<file path="src/design/itemset_utility_accumulator_assert.svh">
// Assertion macros shared by the itemset utility accumulator RTL.
// Each macro samples on clk and is disabled while rst_n is low.
`ifndef ITEMSET_UTILITY_ACCUMULATOR_ASSERT_SVH
`define ITEMSET_UTILITY_ACCUMULATOR_ASSERT_SVH

// Same-cycle implication.
`define IUA_ASSERT_IMP(lbl, ante, cons, msg) \
    lbl: assert property (@(posedge clk) disable iff (!rst_n) (ante) |-> (cons)) \
        else $error(msg);

// Next-cycle implication.
`define IUA_ASSERT_NXT(lbl, ante, cons, msg) \
    lbl: assert property (@(posedge clk) disable iff (!rst_n) (ante) |=> (cons)) \
        else $error(msg);

`endif

</file>
<file path="src/design/iua_pkg.sv">
// Package for the itemset utility accumulator: sizes, opcodes, beat types.
// No dependencies; imported by every module of the block.
`default_nettype none

package iua_pkg;

    localparam int NUM_ITEMS  = 4096;
    localparam int TOTAL_BITS = 48;

    localparam int ID_W    = 12;
    localparam int UTIL_W  = 16;
    localparam int SUM_W   = 32;
    localparam int CNT_W   = 32;
    localparam int ADDR_W  = $clog2(NUM_ITEMS);
    localparam int SET_W   = $clog2(NUM_ITEMS + 1);
    // one spare bit so a saturated match count can never equal the set size
    localparam int MATCH_W = SET_W + 1;

    localparam logic [1:0] OP_WRITE   = 2'd0;
    localparam logic [1:0] OP_ELEMENT = 2'd1;
    localparam logic [1:0] OP_CLEAR   = 2'd2;
    localparam logic [1:0] OP_NOP     = 2'd3;

    typedef struct packed {
        logic [1:0]        opcode;
        logic [ID_W-1:0]   item_id;
        logic [UTIL_W-1:0] utility;
        logic              member;
        logic              last_element;
    } iua_item_t;

    typedef struct packed {
        logic [TOTAL_BITS-1:0] util_accum;
        logic                  transaction_done;
        logic                  contained;
        logic [CNT_W-1:0]      transaction_index;
        logic [CNT_W-1:0]      containing_count;
    } iua_result_t;

    // bitmap write port
    typedef struct packed {
        logic              en;
        logic [ADDR_W-1:0] addr;
        logic              member;
    } iua_wr_t;

    // one item with its bitmap lookup, handed to the accumulator
    typedef struct packed {
        logic [1:0]        opcode;
        logic              in_range;
        logic              old_member;
        logic              member;
        logic [UTIL_W-1:0] utility;
        logic              last_element;
    } iua_step_t;

    function automatic logic iua_in_range(input logic [ID_W-1:0] id);
        return 32'(id) < 32'(NUM_ITEMS);
    endfunction

endpackage

`default_nettype wire

</file>
<file path="src/design/iua_accum.sv">
// Accumulator: set size, per-transaction sums, saturating totals and the
// result output register. Depends on iua_pkg and the assertion macros.
`default_nettype none

`include "itemset_utility_accumulator_assert.svh"

module iua_accum
    import iua_pkg::*;
(
    input  wire logic        clk,
    input  wire logic        rst_n,
    input  wire logic        step_valid,
    output logic             step_ready,
    input  wire iua_step_t   step,
    output logic             result_valid,
    input  wire logic        result_ready,
    output iua_result_t      result
);

    localparam int ACC_W = ((TOTAL_BITS > SUM_W) ? TOTAL_BITS : SUM_W) + 1;
    localparam logic [TOTAL_BITS-1:0] TOTAL_MAX = '1;

    logic [SET_W-1:0]      set_size_reg,  set_size_next;
    logic [MATCH_W-1:0]    match_reg,     match_next;
    logic [SUM_W-1:0]      sum_reg,       sum_next;
    logic [TOTAL_BITS-1:0] total_reg,     total_next;
    logic [CNT_W-1:0]      tx_cnt_reg,    tx_cnt_next;
    logic [CNT_W-1:0]      contain_reg,   contain_next;
    logic                  result_valid_reg;
    iua_result_t           result_reg,    result_next;

    logic                  step_fire;
    logic                  hit;
    logic                  done;
    logic                  cont;
    logic [SUM_W:0]        sum_add;
    logic [SUM_W-1:0]      sum_after;
    logic [MATCH_W-1:0]    match_after;
    logic [ACC_W-1:0]      total_add;
    logic [CNT_W-1:0]      tx_index;

    assign step_ready = !result_valid_reg || result_ready;
    assign step_fire  = step_valid && step_ready;

    always_comb
    begin
        hit  = (step.opcode == OP_ELEMENT) && step.in_range && step.old_member;
        done = (step.opcode == OP_ELEMENT) && step.last_element;

        sum_add   = {1'b0, sum_reg} + (SUM_W + 1)'(step.utility);
        sum_after = sum_reg;
        if (hit)
        begin
            sum_after = sum_add[SUM_W] ? '1 : sum_add[SUM_W-1:0];
        end

        match_after = match_reg;
        if (hit && (match_reg != '1))
        begin
            match_after = match_reg + 1'b1;
        end

        cont = done && (match_after == MATCH_W'(set_size_reg));

        set_size_next = set_size_reg;
        if ((step.opcode == OP_WRITE) && step.in_range)
        begin
            if (!step.old_member && step.member)
            begin
                set_size_next = set_size_reg + 1'b1;
            end
            else if (step.old_member && !step.member)
            begin
                set_size_next = set_size_reg - 1'b1;
            end
        end

        total_add    = ACC_W'(total_reg) + ACC_W'(sum_after);
        total_next   = total_reg;
        contain_next = contain_reg;
        tx_cnt_next  = tx_cnt_reg;
        sum_next     = sum_after;
        match_next   = match_after;

        if (step.opcode == OP_CLEAR)
        begin
            total_next   = '0;
            contain_next = '0;
            tx_cnt_next  = '0;
            sum_next     = '0;
            match_next   = '0;
        end
        else if (cont)
        begin
            total_next = (total_add > ACC_W'(TOTAL_MAX)) ? TOTAL_MAX
                                                         : total_add[TOTAL_BITS-1:0];
            if (contain_reg != '1)
            begin
                contain_next = contain_reg + 1'b1;
            end
        end

        tx_index = tx_cnt_next;
        if (done)
        begin
            tx_cnt_next = tx_cnt_next + 1'b1;
            sum_next    = '0;
            match_next  = '0;
        end

        result_next.util_accum        = total_next;
        result_next.transaction_done  = done;
        result_next.contained         = cont;
        result_next.transaction_index = tx_index;
        result_next.containing_count  = contain_next;
    end

    always_ff @(posedge clk or negedge rst_n)
    begin
        if (!rst_n)
        begin
            set_size_reg     <= '0;
            match_reg        <= '0;
            sum_reg          <= '0;
            total_reg        <= '0;
            tx_cnt_reg       <= '0;
            contain_reg      <= '0;
            result_valid_reg <= 1'b0;
        end
        else
        begin
            if (step_fire)
            begin
                set_size_reg <= set_size_next;
                match_reg    <= match_next;
                sum_reg      <= sum_next;
                total_reg    <= total_next;
                tx_cnt_reg   <= tx_cnt_next;
                contain_reg  <= contain_next;
            end
            if (step_fire)
            begin
                result_valid_reg <= 1'b1;
            end
            else if (result_ready)
            begin
                result_valid_reg <= 1'b0;
            end
        end
    end

    always_ff @(posedge clk)
    begin
        if (step_fire)
        begin
            result_reg <= result_next;
        end
    end

    assign result_valid = result_valid_reg;
    assign result       = result_reg;

    `IUA_ASSERT_IMP(a_contained_on_end, result_valid_reg,
        !result_reg.contained || result_reg.transaction_done,
        "contained flagged on a beat that ended no transaction")
    `IUA_ASSERT_IMP(a_set_size_bound, 1'b1,
        32'(set_size_reg) <= 32'(NUM_ITEMS),
        "set size exceeds the number of items")
    `IUA_ASSERT_NXT(a_clear_zeroes, step_fire && (step.opcode == OP_CLEAR),
        (result_reg.util_accum == '0) && (result_reg.containing_count == '0),
        "clear did not zero the totals")

endmodule

`default_nettype wire

</file>
<file path="config.mk">
export PLATFORM = sky130hd
export DESIGN_NAME = iua_accum
export DESIGN_NICKNAME = d
export VERILOG_FILES = /design/src/design/iua_pkg.sv /design/src/design/iua_accum.sv
export VERILOG_INCLUDE_DIRS = /design/src /design/src/design
export SDC_FILE = /design/constraint.sdc
export NUM_CORES = 1
export LEC_CHECK = 0
export BUFFER_PORTS_ARGS = -buffer_cell sky130_fd_sc_hd__buf_2
export CAP_MARGIN = 30
export CORE_AREA = 8 8 187 189
export CTS_CLUSTER_SIZE = 40
export DETAILED_ROUTE_END_ITERATION = 10
export DIE_AREA = 0 0 195 197
export HOLD_SLACK_MARGIN = 0.05
export PLACE_DENSITY = 0.74
export SYNTH_ARGS = -nofsm -noshare
export SYNTH_HDL_FRONTEND = slang
export SYNTH_SLANG_ARGS = --single-unit
</file>
<file path="constraint.sdc">
create_clock -name clk -period 14.1 [get_ports clk]
set_input_delay 4.23 -clock clk [delete_from_list [all_inputs] [get_ports clk]]
set_output_delay 4.23 -clock clk [all_outputs]
set_load 0.005 [all_outputs]
</file>
==> impl_results.md, run 1 <==
* Status: complete, no violations
* 1st-iter DRT viols at approximately 1200
* Setup crit start: step[1]
* Crit path required time at 14390 ps
* Post-synthesis simple-gate area fraction at 0.199
* TritonCTS clock tree: built
* Clock sink count at between 200 and 300
* CTS clock-pin slew for the worst setup and hold paths at roughly 60 ps
* Top FF cell, synth: dfrtp_1
* Synthesized area at between 15000 and 20000 um^2
* Worst hold path type: flip-flop to flip-flop
* Synth warn at 0
* Syn Area/Cell at between 9 and 10 um^2
* RSZ-0062 raised after global routing: false
* Min-delay src: tx_cnt_reg[11]$_DFFE_PN0P_
* Final period util at 0.679
* Wirelength, routed at around 46000 um
* Drt first pass iters at 5
* Final Max Tran Viols at 0
* Area of the core at between 30000 and 40000 um^2
* Post-DR wirelength/cell at 19.3 um
* Slew @ Worst Pin at a little under 1000 ps
* Initial core utilization at 0.542
* Global-route wire length before repair at approximately 76000 um
* FF-to-FF path depth at 21
* Adder-Cell Fraction of Synth Area at 0.0546
* Library cells used by synthesis at 73
* Chip width at 195 um
* RePlAce Congestion at 0.981
* Syn Inst Count at 1886
* Compound-Gate Fraction of Synth Area at 0.202
* WHS Path Cells at 1
* Post-route setup TNS at 0 ps
* DR vias/cell at between 6 and 7
* Rows at 66
* Crit end category: flip-flop
* Worst Path Arrival at slightly below 10000 ps
* Hold Buf Count CTS at 0
* Clk buf depth at 3
* Vias in the first global route at 14700
* Min Clock Period, post-route at 9570 ps
* Total design power at approximately 0.0022 W
* Final setup viols at 0
* Startpoint types: input pin
* # DRC at 0
* DR vias at ~15000
* Placed cell areas at roughly 18000 um^2
* Ys async rst share at 0.601
* Largest net degree at the start of global routing at between 80 and 90
* Final ANT Viol Nets at 0
* Slew HR at 0.357
* HPWL after DPL at around 32000 um
* Num ports at around 140
* Num CTS Buffers at 30
* P_leak at just over 8 nW
* Seq cells post-synth at approximately 290
* Final Hold Fails at 0
* # port buffers at 141
* Layout cell share with drive strength beyond 1 at 0.117
* P per Cell Area at 111 nW/um^2
* Post-synthesis sequential area ratio at 0.445
* Critical path class: input pin to flip-flop
* Final net count at approximately 2100
* R2r startpoint: sum_reg[0]$_DFFE_PN0P_
* Largest family of logic cells by synthesized area: compound AO/OA/AOI/OAI gates
* Ant. Diodes at 0
* Root buf cell: clkbuf_16
* Die ar. at approximately 38000 um^2
* Design area at roughly 19000 um^2
* Grt ovf at 0
* Post-CTS setup buffers at 0
* Total track usage at 0.235
* Max H-tree Level at 1
* Number of synthesized flops with an enable pin at ~110
* Critical path peak fanout at 16
* Layout Skew at slightly below 9 ps
* Highest clock rate at between 0.1 and 0.15 GHz
* Initial antenna violation count at 1
* Max reg flops at 114
* Clk Latency, worst-skew pair at approximately 560 ps
* Multiplexer area fraction after synthesis at 0.00778
* Maximum VDD drop at between 0.07 and 0.08 mV
* Max Cap Viol at 0
* Filler instances at about 2800
* Die H at ~200 um
* Synthesized Nets at 1986
* Post-CTS resize count at 0
* XOR/XNOR Fraction of Synth Area at 0.0590
* Layout area overhead at 11.8%
[path summary, 6_finish.rpt]
path | slack [ps] | to
min | 480 | tx_cnt_reg[11]$_DFFE_PN0P_
max | 4530 | result[108]$_DFFE_PP_
min reg2reg | 480 | tx_cnt_reg[11]$_DFFE_PN0P_
max in group asynchronous | 9190 | contain_reg[30]$_DFFE_PN0P_
max reg2reg | 7900 | result[108]$_DFFE_PP_
min in group asynchronous | 3630 | sum_reg[2]$_DFFE_PN0P_
[layer usage]
metal / vias up / track usage / share of wire
met1: 7357 / 0.323 / 0.45
li1: 7142 / - / -
met4: 2 / 0.0649 / 0.022
met3: 73 / 0.0341 / 0.069
met5: - / 0 / 0.00028
met2: 609 / 0.386 / 0.46
[metrics by stage]
step                      worst slack, ps  std cells  hold slack (ps)  utilization
final                                4530       2406              485        0.607
after global routing                 4130       2406              520        0.607
after CTS                            4630       2406              487        0.607
after detailed placement             4070       2351              478        0.575
after global placement               4280       2349              464        0.574
after floorplan                      5020       1886              448            -
[cell type report]
class | instances | area, um^2 | area share
Timing Repair Buffer | 162 | 910 | 0.0468
Clock inverter | 16 | 195 | 0.0100
Sequential cell | 286 | 7730 | 0.398
Multi-Input combinational cell | 1453 | 9120 | 0.469
Clock buffer | 39 | 806 | 0.0415
Inverter | 42 | 163 | 0.00837
Tap cell | 408 | 510 | 0.0263
[placed cells by master (no fill, tap or decap), types with 9 or more instances in the layout]
cell,Yosys,final
dfrtp_1,172,172
a21oi_1,126,125
xnor2_1,58,58
a311oi_1,11,11
nor2b_1,16,15
o211ai_1,14,14
nor2_1,168,167
o31ai_1,32,32
nand4_1,42,42
o22a_1,16,16
inv_1,41,40
and2_1,50,50
nand3_1,77,77
o21ai_0,142,141
o21a_1,14,14
xor2_1,59,59
nor3_1,40,40
mux2i_1,9,9
a22o_1,26,26
ha_1,71,71
buf_4,0,19
edfxtp_1,114,114
clkbuf_16,0,31
a211oi_1,44,44
a31oi_1,27,27
nand2_1,198,197
or3_1,18,18
clkinv_1,1,9
and3_1,39,39
buf_2,17,140
a21o_1,32,32
[kinds of logic after synthesis]
group | after synthesis
compound gates | 545
buf+inv | 147
mux | 13
xor+xnor | 117
fa+ha+maj | 74
simple gates | 704
flops | 286
[power breakdown]
| part | internal (W) | leakage [nW] | switching [W] |
|---|---|---|---|
| sequential | 0.000909 | 3.51 | 0.0000440 |
| combinational | 0.000163 | 4.25 | 0.000226 |
| clock | 0.000490 | 0.486 | 0.000327 |
[worst max-delay path, cell delays in order]
cell	delay (ps)
buf_2	100
ha_1	220
fa_1	400
a21o_1	170
a21oi_1	250
o21ai_0	200
a32oi_1	370
a21o_1	200
o21ai_1	60
buf_4	220
o22a_1	230
ha_1	210
fa_1	420
a211oi_1	250
o21ai_0	240
o2111ai_1	320
a21oi_1	220
o211ai_1	490
a21o_1	280
and2_1	360
and3_1	270
a311oi_1	130
[synth_stat cells (8+ instances only)]
master      n  share of area
a211oi_1   44          0.019
a21o_1     32          0.014
a21oi_1   126          0.036
a22o_1     26          0.013
a311oi_1   11         0.0055
a31oi_1    27         0.0097
and2_1     50          0.018
and3_1     39          0.014
buf_2      17         0.0049
clkbuf_1   83          0.018
dfrtp_1   172           0.25
edfxtp_1  114           0.20
ha_1       71          0.051
inv_1      41         0.0089
mux2i_1     9         0.0052
nand2_1   198          0.043
nand2b_1    8         0.0029
nand3_1    77          0.022
nand4_1    42          0.015
nor2_1    168          0.036
nor2b_1    16         0.0058
nor3_1     40          0.012
o211ai_1   14         0.0060
o21a_1     14         0.0060
o21ai_0   142          0.041
o22a_1     16         0.0081
o31ai_1    32          0.014
or3_1      18         0.0065
xnor2_1    58          0.029
xor2_1     59          0.030
Power figures use the tool's default switching activity.
==> run 2, diff against run 1 <==
- clock period: 14.1 -> 9 ns (I/O delays scaled with it)
==> run 2 against run 1 <==
Effect of this change: non-clock buffer count rose by 3; sequential power grew 56%; final cell count up 0.17%; register-to-register slack worse by 5100 ps; count of clock-buffer cells in the layout down 2; critical path type unchanged; largest cell class unchanged.
==> impl_results.md, run 2 (synthesis results as in run 1) <==
* Status: complete, no violations
* Grt ovf at 0
* Layout Skew at 19.4 ps
* Final Max Tran Viols at 0
* Final setup viols at 0
* Worst hold path type: flip-flop to flip-flop
* Die ar. at 38400 um^2
* Crit end category: flip-flop
* RePlAce Congestion at 0.925
* Filler instances at 2819
* Largest net degree at the start of global routing at between 90 and 100
* Design area at 19500 um^2
* DR vias at 15200
* Worst Path Arrival at about 8400 ps
* Commonest non-fill, non-tap cells in the layout: 197 x nand2_1, 172 x dfrtp_1, 167 x nor2_1, 141 x o21ai_0, 140 x buf_2
* Clk Latency, worst-skew pair at 580 ps
* Post-route setup TNS at 0 ps
* Final net count at a little over 2000
* Die H at between 150 and 200 um
* Ant. Diodes at 0
* FF-to-FF path depth at 20
* Global-route wire length before repair at roughly 76000 um
* Chip width at just under 200 um
* Startpoint types: input pin
* Slew HR at 0.306
* # DRC at 0
* DR top layer: met4
* CTS clock-pin slew for the worst setup and hold paths at around 60 ps
* P_leak at ~8.3 nW
* Total design power at about 0.0034 W
* Layout cell share with drive strength beyond 1 at 0.124
* Num CTS Buffers at 30
* Post-DR wirelength/cell at 19.2 um
* TritonCTS clock tree: built
* # port buffers at around 140
* Max reg flops at 114
* Crit path required time at 9310 ps
* Critical path peak fanout at 10
* Placed cell areas at about 18000 um^2
* Max incr delay on CP at ~440 ps
* Total track usage at 0.235
* WHS Path Cells at 1
* Clock sink count at around 290
* Max H-tree Level at 1
* Min Clock Period, post-route at just over 8000 ps
* Final ANT Viol Nets at 0
* Fin util at 0.608
* Area of the core at about 32000 um^2
* Slew @ Worst Pin at slightly above 1000 ps
* Vias in the first global route at 14700
* Met3 WL at roughly 3200 um
* Clk buf depth at 3
* Hold Buf Count CTS at 0
* Initial antenna violation count at 0
* HPWL after DPL at between 30000 and 40000 um
* 1st-iter DRT viols at 1297
* Wirelength, routed at about 46000 um
* Met2 WL at about 22000 um
* Highest clock rate at roughly 0.12 GHz
* Layout area overhead at 12.1%
* WL met1 at between 20000 and 25000 um
* Post-CTS setup buffers at 0
* Rows at 66
* Drt first pass iters at 5
* Commonest non-fill, non-tap cell in the layout: nand2_1
* Final Hold Fails at 0
* Num ports at between 100 and 150
* P per Cell Area at ~170 nW/um^2
* Post-CTS resize count at 0
* Final period util at 0.894
* Initial core utilization at 0.542
* DR vias/cell at between 6 and 7
* Cell chain of the critical path: buf_2, ha_1, fa_1, a21o_1, a21oi_1, o21ai_0, a32oi_1, a21o_1, o21ai_1, o22a_1, ha_1, fa_1, a211oi_1, o21ai_0, o2111ai_1, a21oi_1, o211ai_1, a21o_1, and2_1, and3_1, a311oi_1
* Max Cap Viol at 0
* Worst path most repeated cell: a21o_1
* Root buf cell: clkbuf_16
* Slowest library cell on the worst path: o211ai_1
* Maximum VDD drop at 0.134 mV
* RSZ-0062 raised after global routing: false
* Critical path class: input pin to flip-flop
-- run 2: power breakdown --
group / switching (W) / total (W) / internal, W / leakage, nW
clock: 0.000542 / 0.00129 / 0.000753 / 0.505
combinational: 0.000351 / 0.000606 / 0.000255 / 4.27
sequential: 0.0000677 / 0.00149 / 0.00142 / 3.51
total: 0.000961 / 0.00339 / 0.00243 / 8.29
-- run 2: metal layers --
layer	GRT usage	vias to the layer above
li1	-	7150
met1	0.323	7443
met2	0.395	577
met3	0.0298	77
met4	0.0553	0
met5	0	-
-- run 2: area by class of cell --
cell class                      count  area (um^2)  area share
Clock buffer                       37          807      0.0414
Sequential cell                   286         7730       0.397
Multi-Input combinational cell   1453         9120       0.468
Clock inverter                     19          218      0.0112
Timing Repair Buffer              165          937      0.0481
Inverter                           42          163     0.00835
Tap cell                          408          510      0.0262
-- run 2: final timing paths --
path,startpoint,end,slack (ps)
setup / recovery,step[1],result[108]$_DFFE_PP_,950
hold / removal,tx_cnt_reg[11]$_DFFE_PN0P_,tx_cnt_reg[11]$_DFFE_PN0P_,480
setup reg to reg,sum_reg[0]$_DFFE_PN0P_,result[108]$_DFFE_PP_,2760
hold reg to reg,tx_cnt_reg[11]$_DFFE_PN0P_,tx_cnt_reg[11]$_DFFE_PN0P_,480
max in group asynchronous,rst_n,tx_cnt_reg[11]$_DFFE_PN0P_,5820
min in group asynchronous,rst_n,sum_reg[6]$_DFFE_PN0P_,2130
-- run 2: stage by stage --
step | instances | setup slack (ps) | hold slack [ps]
finish | 2410 | 955 | 484
global route | 2410 | 687 | 522
CTS | 2409 | 990 | 488
detailed placement | 2353 | 400 | 479
global placement | 2352 | 679 | 463
floorplan | 1886 | 1450 | 448
-- run 2: critical path, delay by kind of cell --
| family | cells | cell delay [ps] |
|---|---|---|
| AND/OR/NAND/NOR | 2 | 650 |
| AO/OA/AOI/OAI | 14 | 3630 |
| buffers and inverters | 1 | 100 |
| adder cells (fa/ha/maj) | 4 | 1270 |
==> run 3, diff against run 2 <==
- CORE_AREA: 8 8 187 189 -> 8 8 180 182
- DIE_AREA: 0 0 195 197 -> 0 0 188 190
- PLACE_DENSITY: 0.74 -> 0.79
==> run 3 against run 2 <==
Effect of this change: sequential share of layout area is 0.20 points lower; clock skew is 3.4 ps lower; register-to-register slack better by 170 ps; sequential power hardly changed; final area is 0.50% higher; global-route usage is 1.8 points higher; total power is 2.1% higher; die area is 7.0% lower; worst setup slack better by 150 ps; largest power group unchanged.
==> impl_results.md, run 3 (synthesis results as in run 1) <==
* Final period util at 0.877
* Startpoint types: input pin
* Post-DR wirelength/cell at 19.4 um
* Min Clock Period, post-route at 7890 ps
* Max Cap Viol at 0
* Initial core utilization at 0.591
* RePlAce Congestion at approximately 0.95
* R2r startpoint: sum_reg[0]$_DFFE_PN0P_
* Worst hold path type: flip-flop to flip-flop
* Slew HR at 0.336
* Clock power share at 0.396
* Clk Latency, worst-skew pair at approximately 570 ps
* CTS clock-pin slew for the worst setup and hold paths at roughly 60 ps
* Maximum VDD drop at about 0.14 mV
* # port buffers at approximately 140
* Global-route wire length before repair at roughly 76000 um
* Sequential cell fraction of total power at 0.430
* Clock sink count at ~290
* P_sw at ~0.00095 W
* Final ANT Viol Nets at 0
* Num CTS Buffers at 30
* P per Cell Area at 177 nW/um^2
* Die H at approximately 190 um
* Root buf cell: clkbuf_16
* Grt ovf at 0
* Drt first pass iters at 6
* Placed cell areas at about 18000 um^2
* Flop2flop setup slack at slightly below 3000 ps
* Hold Buf Count CTS at 0
* Post-CTS setup buffers at 0
* Status: complete, no violations
* 1st-iter DRT viols at roughly 1600
* Design area at about 20000 um^2
* Post-route setup TNS at 0 ps
* DR vias/cell at 6.37
* Post-CTS resize count at 0
* Max H-tree Level at 1
* RSZ-0062 raised after global routing: false
* Slew @ Worst Pin at between 900 and 1000 ps
* DR vias at ~15000
* Initial antenna violation count at 0
* Final Max Tran Viols at 0
* FF-to-FF path depth at 20
* Layout Skew at around 16 ps
* Final net count at approximately 2100
* Min-delay src: tx_cnt_reg[11]$_DFFE_PN0P_
* Num ports at approximately 140
* HPWL after DPL at 32500 um
* Layout cell share with drive strength beyond 1 at 0.125
* Crit path required time at roughly 9400 ps
* Internal power at about 0.0025 W
* Commonest non-fill, non-tap cells in the layout: 197 x nand2_1, 172 x dfrtp_1, 167 x nor2_1, 141 x o21ai_0, 140 x buf_2
* Switching part of the total power at 0.274
* Final Hold Fails at 0
* Largest net degree at the start of global routing at roughly 90
* # DRC at 0
* P_leak at around 8.3 nW
* Highest clock rate at around 0.13 GHz
* Commonest non-fill, non-tap cell in the layout: nand2_1
* Max reg flops at roughly 110
* Area of the core at roughly 29000 um^2
* Reg2reg end: result[113]$_DFFE_PP_
* WHS Path Cells at 1
* Filler instances at between 2000 and 2500
* Rows at 63
* Total track usage at 0.253
* Chip width at about 190 um
* Comb power frac at 0.174
* Die ar. at 35700 um^2
* Hold EP: tx_cnt_reg[11]$_DFFE_PN0P_
* Clk buf depth at 3
* Wirelength, routed at 46600 um
* Crit end category: flip-flop
* Vias in the first global route at approximately 15000
* Worst Path Arrival at ~8300 ps
* Critical path class: input pin to flip-flop
* TritonCTS clock tree: built
* Layout area overhead at 12.7%
* Ant. Diodes at 0
* Critical path peak fanout at 13
* Final setup viols at 0
-- run 3: critical path, cell delays in order --
cell	delay, ps
buf_2	100
ha_1	220
fa_1	400
a21o_1	180
a21oi_1	250
o21ai_0	160
a32oi_1	300
a21o_1	170
o21ai_1	110
buf_4	230
o22a_1	230
ha_1	410
a211o_1	350
a2111oi_0	490
o21ai_0	250
a21oi_1	310
nand3_1	140
o211ai_1	670
nor2_1	230
a31o_2	300
a21oi_1	110
-- run 3: worst max path at each step --
stage	from	end	slack [ps]	cells past startpoint
2_1_floorplan	step[1]	result[113]$_DFFE_PP_	1450	20
5_1_grt	step[1]	result[85]$_DFFE_PP_	650	21
3_3_place_gp	step[1]	result[113]$_DFFE_PP_	880	21
4_1_cts	step[1]	result[68]$_DFFE_PP_	1210	21
3_5_place_dp	step[1]	result[68]$_DFFE_PP_	680	21
6_report	step[1]	result[113]$_DFFE_PP_	1110	21
-- run 3: per-stage QoR --
stage / total power, W / setup WS [ps] / util / cells / hold WS (ps)
floorplan: 0.00194 / 1450 / - / 1886 / 448
global placement: 0.00209 / 878 / 0.626 / 2337 / 465
detailed placement: 0.00211 / 683 / 0.628 / 2340 / 474
CTS: 0.00348 / 1210 / 0.666 / 2396 / 516
global route: 0.00362 / 652 / 0.666 / 2396 / 524
finish: 0.00346 / 1110 / 0.666 / 2396 / 514
-- run 3: area by class of cell --
cell class / instances / area [um^2] / share of cell area
inverters: 42 / 163 / 0.00831
multi-input cells: 1453 / 9120 / 0.466
flip-flops and latches: 286 / 7730 / 0.395
repair buffers: 169 / 982 / 0.0502
well taps: 390 / 488 / 0.0249
clock inverters: 19 / 268 / 0.0137
clock buffers: 37 / 838 / 0.0428
-- run 3: power by group through the flow --
stage	logic [W]	clock network (W)	registers, W
finish	0.000604	0.00137	0.00149
global route	0.000677	0.00144	0.00150
CTS	0.000603	0.00139	0.00149
detailed placement	0.000600	0	0.00152
global placement	0.000581	0	0.00151
floorplan	0.000439	0	0.00150
-- run 3: layer usage --
layer	GRT usage	part of all wire	routed length, um
met4	0.101	0.035	1620
met5	0	0	0
met3	0.0394	0.071	3330
met2	0.417	0.47	22000
met1	0.333	0.42	19600
